File: src/csev_pkg.sv
// ----------------------------------------------------------------------------
// csev_pkg: shared types and constants of the cosine series evaluator
// Fixed field widths, fixed-point constants, green weights and the stage
// control word that travels between the pipeline modules.
// ----------------------------------------------------------------------------
package csev_pkg;

    localparam int COS_TABLE_BITS_DEF = 10;
    localparam int ACC_WIDTH_DEF      = 40;

    localparam int ANGLE_W = 16;
    localparam int COEFF_W = 16;
    localparam int CHEB_W  = 16;
    localparam int PROD_W  = 32;
    localparam int TERM_W  = 18;
    localparam int OUT_W   = 32;
    localparam int WGT_W   = 18;
    localparam int GSUM_W  = 50;

    localparam int IN_DATA_W  = 64;
    localparam int OUT_DATA_W = 128;

    // 1.0 in Q1.14.
    localparam logic signed [CHEB_W-1:0] Q14_ONE = 16'sd16384;

    // pi in unsigned Q30, used to build the quarter-wave table.
    localparam longint unsigned PI_Q30 = 64'd3373259426;

    // Green weights in Q16.
    localparam logic signed [WGT_W-1:0] G_WY = 18'sd91638;
    localparam logic signed [WGT_W-1:0] G_WB = 18'sd6613;
    localparam logic signed [WGT_W-1:0] G_WR = 18'sd19489;

    typedef struct packed {
        logic valid;
        logic first;
        logic last;
    } stage_ctl_t;

    typedef struct packed {
        logic signed [OUT_W-1:0] blue;
        logic signed [OUT_W-1:0] green;
        logic signed [OUT_W-1:0] red;
        logic signed [OUT_W-1:0] lum;
    } result_t;

endpackage

File: src/csev_lane.sv
// ----------------------------------------------------------------------------
// csev_lane: one channel of the series evaluator
// Multiplies the coefficient by the current Q1.14 Chebyshev value, rounds off
// the 14 fraction bits, then adds to (on first: loads) a saturating accumulator.
// ----------------------------------------------------------------------------
module csev_lane #(
    parameter int ACC_WIDTH = csev_pkg::ACC_WIDTH_DEF
) (
    input  logic                                clk,
    input  logic                                rst_n,
    input  logic                                en,
    input  logic signed [csev_pkg::COEFF_W-1:0] coeff,
    input  logic signed [csev_pkg::CHEB_W-1:0]  cheb,
    input  csev_pkg::stage_ctl_t                acc_ctl,
    output logic signed [ACC_WIDTH-1:0]         acc
);
    import csev_pkg::*;

    logic signed [PROD_W-1:0]    prod_next;
    logic signed [PROD_W-1:0]    prod_reg;
    logic signed [PROD_W-1:0]    prod_rnd;
    logic signed [TERM_W-1:0]    term;
    logic signed [ACC_WIDTH-1:0] term_ext;
    logic signed [ACC_WIDTH:0]   sum;
    logic signed [ACC_WIDTH-1:0] acc_next;
    logic signed [ACC_WIDTH-1:0] acc_reg;

    assign prod_next = coeff * cheb;

    always_ff @(posedge clk)
    begin
        if (en)
            prod_reg <= prod_next;
    end

    assign prod_rnd = (prod_reg + 32'sd8192) >>> 14;
    assign term     = prod_rnd[TERM_W-1:0];
    assign term_ext = {{(ACC_WIDTH - TERM_W){term[TERM_W-1]}}, term};
    assign sum      = {acc_reg[ACC_WIDTH-1], acc_reg} + {term_ext[ACC_WIDTH-1], term_ext};

    always_comb
    begin
        if (acc_ctl.first)
            acc_next = term_ext;
        else if (sum[ACC_WIDTH] != sum[ACC_WIDTH-1])
            acc_next = sum[ACC_WIDTH] ? {1'b1, {(ACC_WIDTH-1){1'b0}}}
                                      : {1'b0, {(ACC_WIDTH-1){1'b1}}};
        else
            acc_next = sum[ACC_WIDTH-1:0];
    end

    always_ff @(posedge clk or negedge rst_n)
    begin
        if (!rst_n)
            acc_reg <= '0;
        else if (en && acc_ctl.valid)
            acc_reg <= acc_next;
    end

    assign acc = acc_reg;

endmodule

File: config.mk
export PLATFORM = sky130hd
export DESIGN_NAME = csev_lane
export DESIGN_NICKNAME = d
export VERILOG_FILES = /design/src/csev_pkg.sv /design/src/csev_lane.sv
export SDC_FILE = /design/constraint.sdc
export NUM_CORES = 1
export LEC_CHECK = 0
export BUFFER_PORTS_ARGS = -buffer_cell sky130_fd_sc_hd__buf_2
export CAP_MARGIN = 20
export CORE_MARGIN = 3
export CORE_UTILIZATION = 25
export DETAILED_ROUTE_END_ITERATION = 6
export GPL_TIMING_DRIVEN = 0
export PLACE_DENSITY = 0.35
export SYNTH_ARGS = -nofsm -noshare
export SYNTH_HDL_FRONTEND = slang
export SYNTH_SLANG_ARGS = --single-unit
File: constraint.sdc
create_clock -name clk -period 4.95 [get_ports clk]
set_input_delay 0.7425 -clock clk [delete_from_list [all_inputs] [get_ports clk]]
set_output_delay 0.7425 -clock clk [all_outputs]
set_load 0.01 [all_outputs]
==> metrics <==
CP Data Arrival Time 6410 ps; Initial Util 0.2532; first-pass GRT wire length 74190 microns; failing checks negative setup slack; synth warn 0; final instance area 0.01789 sq mm; library cells used by synthesis 72; Crit. End Element flop; clk slew on worst S/H paths 70 ps; Routability Congestion 0.8136; EDFF count, synth 19; Required @ worst endpoint 5030 ps; routed vias 11350; Synth Flop Type dfrtp_1; H-tree depth 3; Die Ht 248.0 microns; area leader, netlist fa_1; Boundary Pins 78; syn_area_per_cell 9.045 sq um; 1st-iter DRT viols 377; Num CTS Buffers 9; pre-CTS setup slack -2629 ps; area post-placement 0.01622 sq mm; initial antenna violation count 1; Die Span X 248.0 microns; crit path from cheb[4]; Async SR Flop Fraction 0.6780; Final Max Tran Viols 0; Max-Cap Viols 0; max reg flops 40; status finished, violations left; final wirelength 46740 microns; I/O Buffers 76; Seq/Total Area, Yosys 0.1074; commonest cells in the netlist inv_1 (323), fa_1 (262), nand2_1 (192); RSZ-0062 raised after global routing true; Startpoint Class input port; core footprint 0.05781 sq mm; die area 0.06148 sq mm; class of the worst hold path input port to asynchronous set/reset pin; Fillers 6175; R2R Setup Slk 280 ps; Crit Path Max Fanout 6; routed length per instance 18.47 microns; worst skew pair latency 350 ps; largest net degree at the start of global routing 25; FF+latch count, synth 59; DP Wirelength 38180 microns; cell area after synthesis 0.01464 sq mm; hold buffers post-CTS 0; CTS tree built; worst reg2reg startpoint prod_reg[13]; final hold viol count 0; Synth top area share 0.3584; Congestion Overflow GR 0; 1st-pass router iterations 4; Max Clk Rate 0.1580 GHz; Clock Tree Buf Depth 2; Core Rows 88; Slew HR 0.6085; Final Cycle Share 1.279; Nets 2179; largest cells by area after synthesis fa_1 (36%), ha_1 (10%), inv_1 (8.3%); DRC viols 0; Layout area overhead 22.24%; vias in the first global route 12780; clk sink count 59; final setup fails 19; Cells after Synth 1618; Syn Nets 2038; GRT Util Overall 0.1582; worst-margin pin slew 585.9 ps; Routed Antenna Nets 0; Setup CP Type input port to flop; Avg Vias per Cell 4.487; most common cell in the synthesized netlist inv_1; CTS Root Cell clkbuf_16; Final Skew 12.24 ps; share of post-route cells with drive strength above 1 0.1910; final setup margin -1381 ps; crit path time final 6331 ps
-- critical path: stages --
cell and delay, ps:
buf_12 110, clkbuf_16 150, and2_4 140, fa_1 520, inv_1 50, fa_1 450, fa_1 490, inv_1 40
fa_1 460, fa_1 520, inv_2 50, fa_1 500, inv_2 70, ha_4 230, a21oi_2 160, o221ai_2 140
a21oi_4 260, o21ai_4 110, a221o_2 400, a211oi_4 220, buf_6 170, o31ai_4 90, buf_4 170, xor2_4 180
-- through the flow --
step           utilization  TNS [ps]  instances  hold slack [ps]
2_1_floorplan            -    -15270       1618            446.9
3_3_place_gp        0.2803    -66550       2459            506.3
3_5_place_dp        0.2806    -65420       2460            522.8
4_1_cts             0.3042    -20750       2513            368.3
5_1_grt             0.3095    -23210       2530            396.4
6_report            0.3095    -19850       2530            349.6
-- final timing paths --
kind,depth (start not counted),to
setup / recovery,24,prod_reg[30]
hold / removal,1,acc[13]
setup reg to reg,20,acc[16]
hold reg to reg,2,acc[34]
max in group asynchronous,2,acc[20]
min in group clk,2,acc[34]
-- cell type report --
cell class / instances / area [sq um] / area share
repair inverters: 1 / 7.507 / 0.0004196
clock inverters: 6 / 65.06 / 0.003637
repair buffers: 130 / 1027 / 0.05742
well taps: 765 / 957.2 / 0.05350
clock buffers: 10 / 239.0 / 0.01336
diodes: 1 / 2.502 / 0.0001399
plain buffers: 64 / 753.2 / 0.04210
inverters: 324 / 1220 / 0.06819
multi-input cells: 1170 / 12050 / 0.6734
flip-flops and latches: 59 / 1572 / 0.08784
-- metal layers --
metal | up-vias | GRT usage | share of wire
met5 | - | 0 | 0
met4 | 0 | 0.03227 | 0.018
met3 | 39 | 0.01188 | 0.021
met2 | 148 | 0.2853 | 0.51
met1 | 5767 | 0.2074 | 0.45
li1 | 5398 | - | -
-- cells by family after synthesis --
family,synth area share
compound gates,0.1225
xor+xnor,0.04548
fa+ha+maj,0.4610
buf+inv,0.1032
flops,0.1074
mux,0.002137
simple gates,0.1583
-- cells in the final DEF (no fill, tap or decap), types with 44 or more instances in the layout --
cell,count
fa_1,250
inv_1,313
nand2_1,185
a21oi_1,54
and2_1,107
nor2_1,46
ha_1,110
buf_2,60
buf_4,44
xnor2_1,52
-- what timing repair did --
| item | in CTS | in global routing |
|---|---|---|
| pin swaps | 41 | 28 |
| hold endpoints to repair | 0 | 0 |
| setup endpoints to repair | 59 | 59 |
| buffers inserted | 34 | 17 |
| gates resized for setup | 166 | 43 |
| cloned | 3 | 0 |
Power is not shown: default switching activity piles up to over one toggle a cycle in this logic, so the estimate is an artifact.
