**src/csev_pkg.sv**
```systemverilog
// ----------------------------------------------------------------------------
// csev_pkg: shared types and constants of the cosine series evaluator
// Fixed field widths, fixed-point constants, green weights and the stage
// control word that travels between the pipeline modules.
// ----------------------------------------------------------------------------
package csev_pkg;

    localparam int COS_TABLE_BITS_DEF = 10;
    localparam int ACC_WIDTH_DEF      = 40;

    localparam int ANGLE_W = 16;
    localparam int COEFF_W = 16;
    localparam int CHEB_W  = 16;
    localparam int PROD_W  = 32;
    localparam int TERM_W  = 18;
    localparam int OUT_W   = 32;
    localparam int WGT_W   = 18;
    localparam int GSUM_W  = 50;

    localparam int IN_DATA_W  = 64;
    localparam int OUT_DATA_W = 128;

    // 1.0 in Q1.14.
    localparam logic signed [CHEB_W-1:0] Q14_ONE = 16'sd16384;

    // pi in unsigned Q30, used to build the quarter-wave table.
    localparam longint unsigned PI_Q30 = 64'd3373259426;

    // Green weights in Q16.
    localparam logic signed [WGT_W-1:0] G_WY = 18'sd91638;
    localparam logic signed [WGT_W-1:0] G_WB = 18'sd6613;
    localparam logic signed [WGT_W-1:0] G_WR = 18'sd19489;

    typedef struct packed {
        logic valid;
        logic first;
        logic last;
    } stage_ctl_t;

    typedef struct packed {
        logic signed [OUT_W-1:0] blue;
        logic signed [OUT_W-1:0] green;
        logic signed [OUT_W-1:0] red;
        logic signed [OUT_W-1:0] lum;
    } result_t;

endpackage

```
**src/csev_merge.sv**
```systemverilog
// ----------------------------------------------------------------------------
// csev_merge: combines the three lane sums into one result
// Saturates the sums to 32 bits, weights them for green in a registered
// multiply stage, then rounds and saturates the green sum.
// ----------------------------------------------------------------------------
module csev_merge #(
    parameter int ACC_WIDTH = csev_pkg::ACC_WIDTH_DEF
) (
    input  logic                        clk,
    input  logic                        rst_n,
    input  logic                        en,
    input  logic                        in_valid,
    input  logic signed [ACC_WIDTH-1:0] acc_lum,
    input  logic signed [ACC_WIDTH-1:0] acc_red,
    input  logic signed [ACC_WIDTH-1:0] acc_blue,
    output logic                        res_valid,
    output csev_pkg::result_t           res
);
    import csev_pkg::*;

    function automatic logic signed [OUT_W-1:0] sat_acc(input logic signed [ACC_WIDTH-1:0] v);
        logic [ACC_WIDTH-OUT_W:0] top;
        top = v[ACC_WIDTH-1:OUT_W-1];
        if ((&top) || !(|top))
            return v[OUT_W-1:0];
        else if (v[ACC_WIDTH-1])
            return {1'b1, {(OUT_W-1){1'b0}}};
        else
            return {1'b0, {(OUT_W-1){1'b1}}};
    endfunction

    logic                     sat_valid_reg;
    logic signed [OUT_W-1:0]  y_sat_reg;
    logic signed [OUT_W-1:0]  r_sat_reg;
    logic signed [OUT_W-1:0]  b_sat_reg;

    logic                     mul_valid_reg;
    logic signed [OUT_W-1:0]  y_reg;
    logic signed [OUT_W-1:0]  r_reg;
    logic signed [OUT_W-1:0]  b_reg;
    logic signed [GSUM_W-1:0] py_reg;
    logic signed [GSUM_W-1:0] pr_reg;
    logic signed [GSUM_W-1:0] pb_reg;
    logic signed [GSUM_W-1:0] py_next;
    logic signed [GSUM_W-1:0] pr_next;
    logic signed [GSUM_W-1:0] pb_next;

    logic signed [GSUM_W-1:0] g_sum;
    logic signed [GSUM_W-1:0] g_shr;
    logic [GSUM_W-OUT_W:0]    g_top;
    logic signed [OUT_W-1:0]  green;

    always_ff @(posedge clk or negedge rst_n)
    begin
        if (!rst_n)
        begin
            sat_valid_reg <= 1'b0;
            mul_valid_reg <= 1'b0;
        end
        else if (en)
        begin
            sat_valid_reg <= in_valid;
            mul_valid_reg <= sat_valid_reg;
        end
    end

    assign py_next = y_sat_reg * G_WY;
    assign pr_next = r_sat_reg * G_WR;
    assign pb_next = b_sat_reg * G_WB;

    always_ff @(posedge clk)
    begin
        if (en)
        begin
            y_sat_reg <= sat_acc(acc_lum);
            r_sat_reg <= sat_acc(acc_red);
            b_sat_reg <= sat_acc(acc_blue);
            y_reg     <= y_sat_reg;
            r_reg     <= r_sat_reg;
            b_reg     <= b_sat_reg;
            py_reg    <= py_next;
            pr_reg    <= pr_next;
            pb_reg    <= pb_next;
        end
    end

    assign g_sum = py_reg - pb_reg - pr_reg + 50'sd32768;
    assign g_shr = g_sum >>> 16;
    assign g_top = g_shr[GSUM_W-1:OUT_W-1];

    always_comb
    begin
        if ((&g_top) || !(|g_top))
            green = g_shr[OUT_W-1:0];
        else if (g_shr[GSUM_W-1])
            green = {1'b1, {(OUT_W-1){1'b0}}};
        else
            green = {1'b0, {(OUT_W-1){1'b1}}};
    end

    assign res_valid = mul_valid_reg;
    assign res.lum   = y_reg;
    assign res.red   = r_reg;
    assign res.green = green;
    assign res.blue  = b_reg;

endmodule

```
**config.mk**
```make
export PLATFORM = sky130hd
export DESIGN_NAME = csev_merge
export DESIGN_NICKNAME = d
export VERILOG_FILES = /design/src/csev_pkg.sv /design/src/csev_merge.sv
export SDC_FILE = /design/constraint.sdc
export NUM_CORES = 2
export LEC_CHECK = 0
export ABC_AREA = 1
export BUFFER_PORTS_ARGS = -buffer_cell sky130_fd_sc_hd__buf_2
export CAP_MARGIN = 20
export CORE_UTILIZATION = 45
export CTS_BUF_LIST = sky130_fd_sc_hd__clkbuf_8 sky130_fd_sc_hd__clkbuf_16
export DETAILED_ROUTE_END_ITERATION = 8
export HOLD_SLACK_MARGIN = 0.12
export PLACE_DENSITY = 0.6
export SLEW_MARGIN = 30
export SYNTH_ARGS = -nofsm -noshare
export SYNTH_HDL_FRONTEND = slang
export SYNTH_SLANG_ARGS = --single-unit
```
**constraint.sdc**
```tcl
create_clock -name clk -period 6.8 [get_ports clk]
set_clock_uncertainty 0.05 [all_clocks]
set_input_delay 1.36 -clock clk [delete_from_list [all_inputs] [get_ports clk]]
set_output_delay 1.36 -clock clk [all_outputs]
set_load 0.01 [all_outputs]
```
==> impl_metrics.json <==
{
  "status": "complete, no violations",
  "grt_use_total": 0.242,
  "drt_iter0_markers": 2108,
  "post_cts_resized": 0,
  "fin_nets": 6605,
  "crit_family": "simple AND/OR/NAND/NOR gates",
  "synth.net_count": 6326,
  "synth_xor_area_frac": 0.0367,
  "syn-instance-count": 4967,
  "grt_first_pass_wirelength_mm": 190,
  "via_count": 32571,
  "post_cts_buffers": 0,
  "min_delay_path_depth": 2,
  "cp_data_arrival_time_ps": 4920,
  "dpl.hpwl_mm": 104,
  "min_period_ps": 6330,
  "dieHeight_um": 319,
  "yosysSeqAreaShare": 0.219,
  "drc_errors": 0,
  "synth_top_family_by_area": "adder cells",
  "cts_tree": "built",
  "min-delay-path-class": "flop to flop",
  "drive_gt1_frac": 0.0811,
  "clk_path_buf_depth": 3,
  "clk_transition_reported_paths_ps": 60,
  "grt_pass1_vias": 33960,
  "avgViaCountPerCell": 4.96,
  "tns_ps": 0,
  "synthArstFlopShare": 0.00608,
  "fin_crit_sh": 0.931,
  "yosysUniqueCellTypes": 47,
  "drv_cap": 0,
  "worst-slew-pin-transition_ps": 872,
  "io_pins": 253,
  "n_antenna_cell": 0,
  "htree_levels": 2,
  "drt_pass1_iterations": 6,
  "cts_hold_buf": 0,
  "grt_start_max_net_pins": 146,
  "row_count": 115,
  "maxSlewViolCount": 0,
  "largest_register_ffs": 48,
  "crit_top_cell": "nand2_1",
  "crit_fanout": 31,
  "ant_nets": 0,
  "grt-ovfl-total": 0,
  "netlist_area_mm2": 0.0451,
  "muxShareOfSynthArea": 0.000222,
  "synth_compound_area_frac": 0.0697,
  "cp.buffers_inverters": 2,
  "die_x_um": 319,
  "place_congestion": 0.950,
  "setup_viol": 0,
  "postSynthAreaPerCell_um2": 9.09,
  "syn_to_final_growth_pct": 9.55,
  "yosysWarnings": 0,
  "cts_root_buf": "clkbuf_16",
  "clock_latency_ps": 640,
  "crit_type": "flop to output port",
  "slowest_stage": "or2_2",
  "die_area_mm2": 0.102,
  "fmax_ghz": 0.158,
  "slew_headroom": 0.417,
  "max_stage_delay_ps": 700,
  "grt_setup_unrepaired": "no",
  "critPathRequiredTime_ps": 5390,
  "place_inst": 6488,
  "synth_ff_type": "edfxtp_1",
  "cts_buffers": 43,
  "synth-edff-count": 327,
  "r2r_end": "py_reg[40]$_DFFE_PP_",
  "routedWlPerCell_um": 18.1,
  "portBuffers": 252,
  "ys_ff_latch": 329,
  "synthAdderAreaFrac": 0.441,
  "hold_start": "sat_valid_reg$_DFFE_PN0P_",
  "initial_core_util": 0.457,
  "critPathLaunchType": "flop",
  "fin_cells": 6567,
  "routed_wl_mm": 119,
  "antenna_found_initial": 0,
  "crit_chain": "inv_1, fa_1, ha_1, ha_1, a21oi_1, o21ai_0, a21oi_1, nand2_1, nand2_1, nand3_1, nand2_1, nand2_1, nor2_1, or2_2, nand2_2, buf_2",
  "clock_sinks": 329,
  "hold_end": "res_valid$_DFFE_PN0P_",
  "endpoint_kind": "output port",
  "finalHoldViolations": 0,
  "regToRegStartpoint": "y_sat_reg[11]$_DFFE_PP_",
  "coreArea_mm2": 0.0989,
  "rr_worst_depth": 23,
  "synth_simple_gate_area_frac": 0.113,
  "rrSetupSlack_ps": 610
}
[worst max path at each step]
stage                       startpoint                   end  cells after the start
2_1_floorplan  y_sat_reg[31]$_DFFE_PP_  py_reg[48]$_DFFE_PP_                     19
3_3_place_gp   y_sat_reg[21]$_DFFE_PP_  py_reg[42]$_DFFE_PP_                     20
3_5_place_dp   y_sat_reg[21]$_DFFE_PP_  py_reg[42]$_DFFE_PP_                     20
4_1_cts           pb_reg[11]$_DFFE_PP_               res[82]                     16
5_1_grt           pb_reg[11]$_DFFE_PP_               res[87]                     16
6_report          pb_reg[11]$_DFFE_PP_               res[86]                     16
[cell usage after synthesis (11+ instances only)]
library cell	n	area, µm²
a21boi_0	13	97.6
a21o_1	23	173
a21oi_1	240	1200
a31oi_1	31	194
clkbuf_1	24	90.1
edfxtp_1	327	9820
fa_1	594	11900
ha_1	641	8020
inv_1	1380	5180
inv_2	11	41.3
nand2_1	663	2490
nand2_2	35	219
nand3_1	102	510
nand4_1	26	163
nor2_1	300	1130
nor3_1	23	115
nor4_1	20	125
o21a_1	17	128
o21ai_0	187	936
o21bai_1	34	255
or2_2	14	87.6
xnor2_1	72	631
xor2_1	117	1020
[kinds of logic (layout without fill, tap and decap cells)]
logic type,Yosys count,in the layout
AO/OA/AOI/OAI,566,566
flip-flops,329,329
multiplexers,1,1
buffers and inverters,1431,1744
adder cells (fa/ha/maj),1235,1235
XOR/XNOR,189,189
AND/OR/NAND/NOR,1216,1216
[routing by layer]
metal	part of all wire	track usage	vias up
met5	0	0	-
met4	0.022	0.0573	0
met3	0.054	0.0356	114
met2	0.44	0.381	727
met1	0.48	0.351	15755
li1	-	-	15975
[cell type report]
cell class / instances / area [µm²]
clock inverter: 36 / 355
fill: 9553 / 49400
tap: 1287 / 1610
clock buffer: 43 / 1080
inverter: 1391 / 5220
multi-input combinational: 3207 / 29800
timing repair buffer: 274 / 1460
sequential: 329 / 9870
[stage by stage]
stage / worst slack (ps) / cell area (µm²) / utilization / hold slack (ps)
final: 467 / 49400 / 0.500 / 459
after global routing: 221 / 49400 / 0.500 / 446
after CTS: 278 / 49400 / 0.500 / 421
after detailed placement: 612 / 48000 / 0.486 / 461
after global placement: 562 / 48000 / 0.486 / 442
after floorplan: 1090 / 45100 / - / 428
[tightest hold or removal path, cell delays in order (launching register included)]
cell and delay [ps]:
dfrtp_1 360, inv_1 60, a21oi_1 50
[cells in the final DEF, fill, tap and decap left out, types with 11 or more instances in the layout]
cell type | netlist | final
o21ai_0 | 187 | 186
nand2_1 | 663 | 662
nand4_1 | 26 | 26
inv_1 | 1380 | 1382
a21o_1 | 23 | 22
nand2_2 | 35 | 36
nor3_1 | 23 | 23
nor2_1 | 300 | 300
o21a_1 | 17 | 17
nor4_1 | 20 | 20
xor2_1 | 117 | 117
a21oi_1 | 240 | 240
edfxtp_1 | 327 | 327
a31oi_1 | 31 | 29
buf_4 | 8 | 20
fa_1 | 594 | 594
or2_2 | 14 | 15
ha_1 | 641 | 641
xnor2_1 | 72 | 72
buf_2 | 3 | 251
o21bai_1 | 34 | 34
clkbuf_16 | 0 | 43
nand3_1 | 102 | 102
a21boi_0 | 13 | 13
inv_2 | 11 | 11
Power is not shown: default switching activity piles up to over one toggle a cycle in this logic, so the estimate is an artifact.
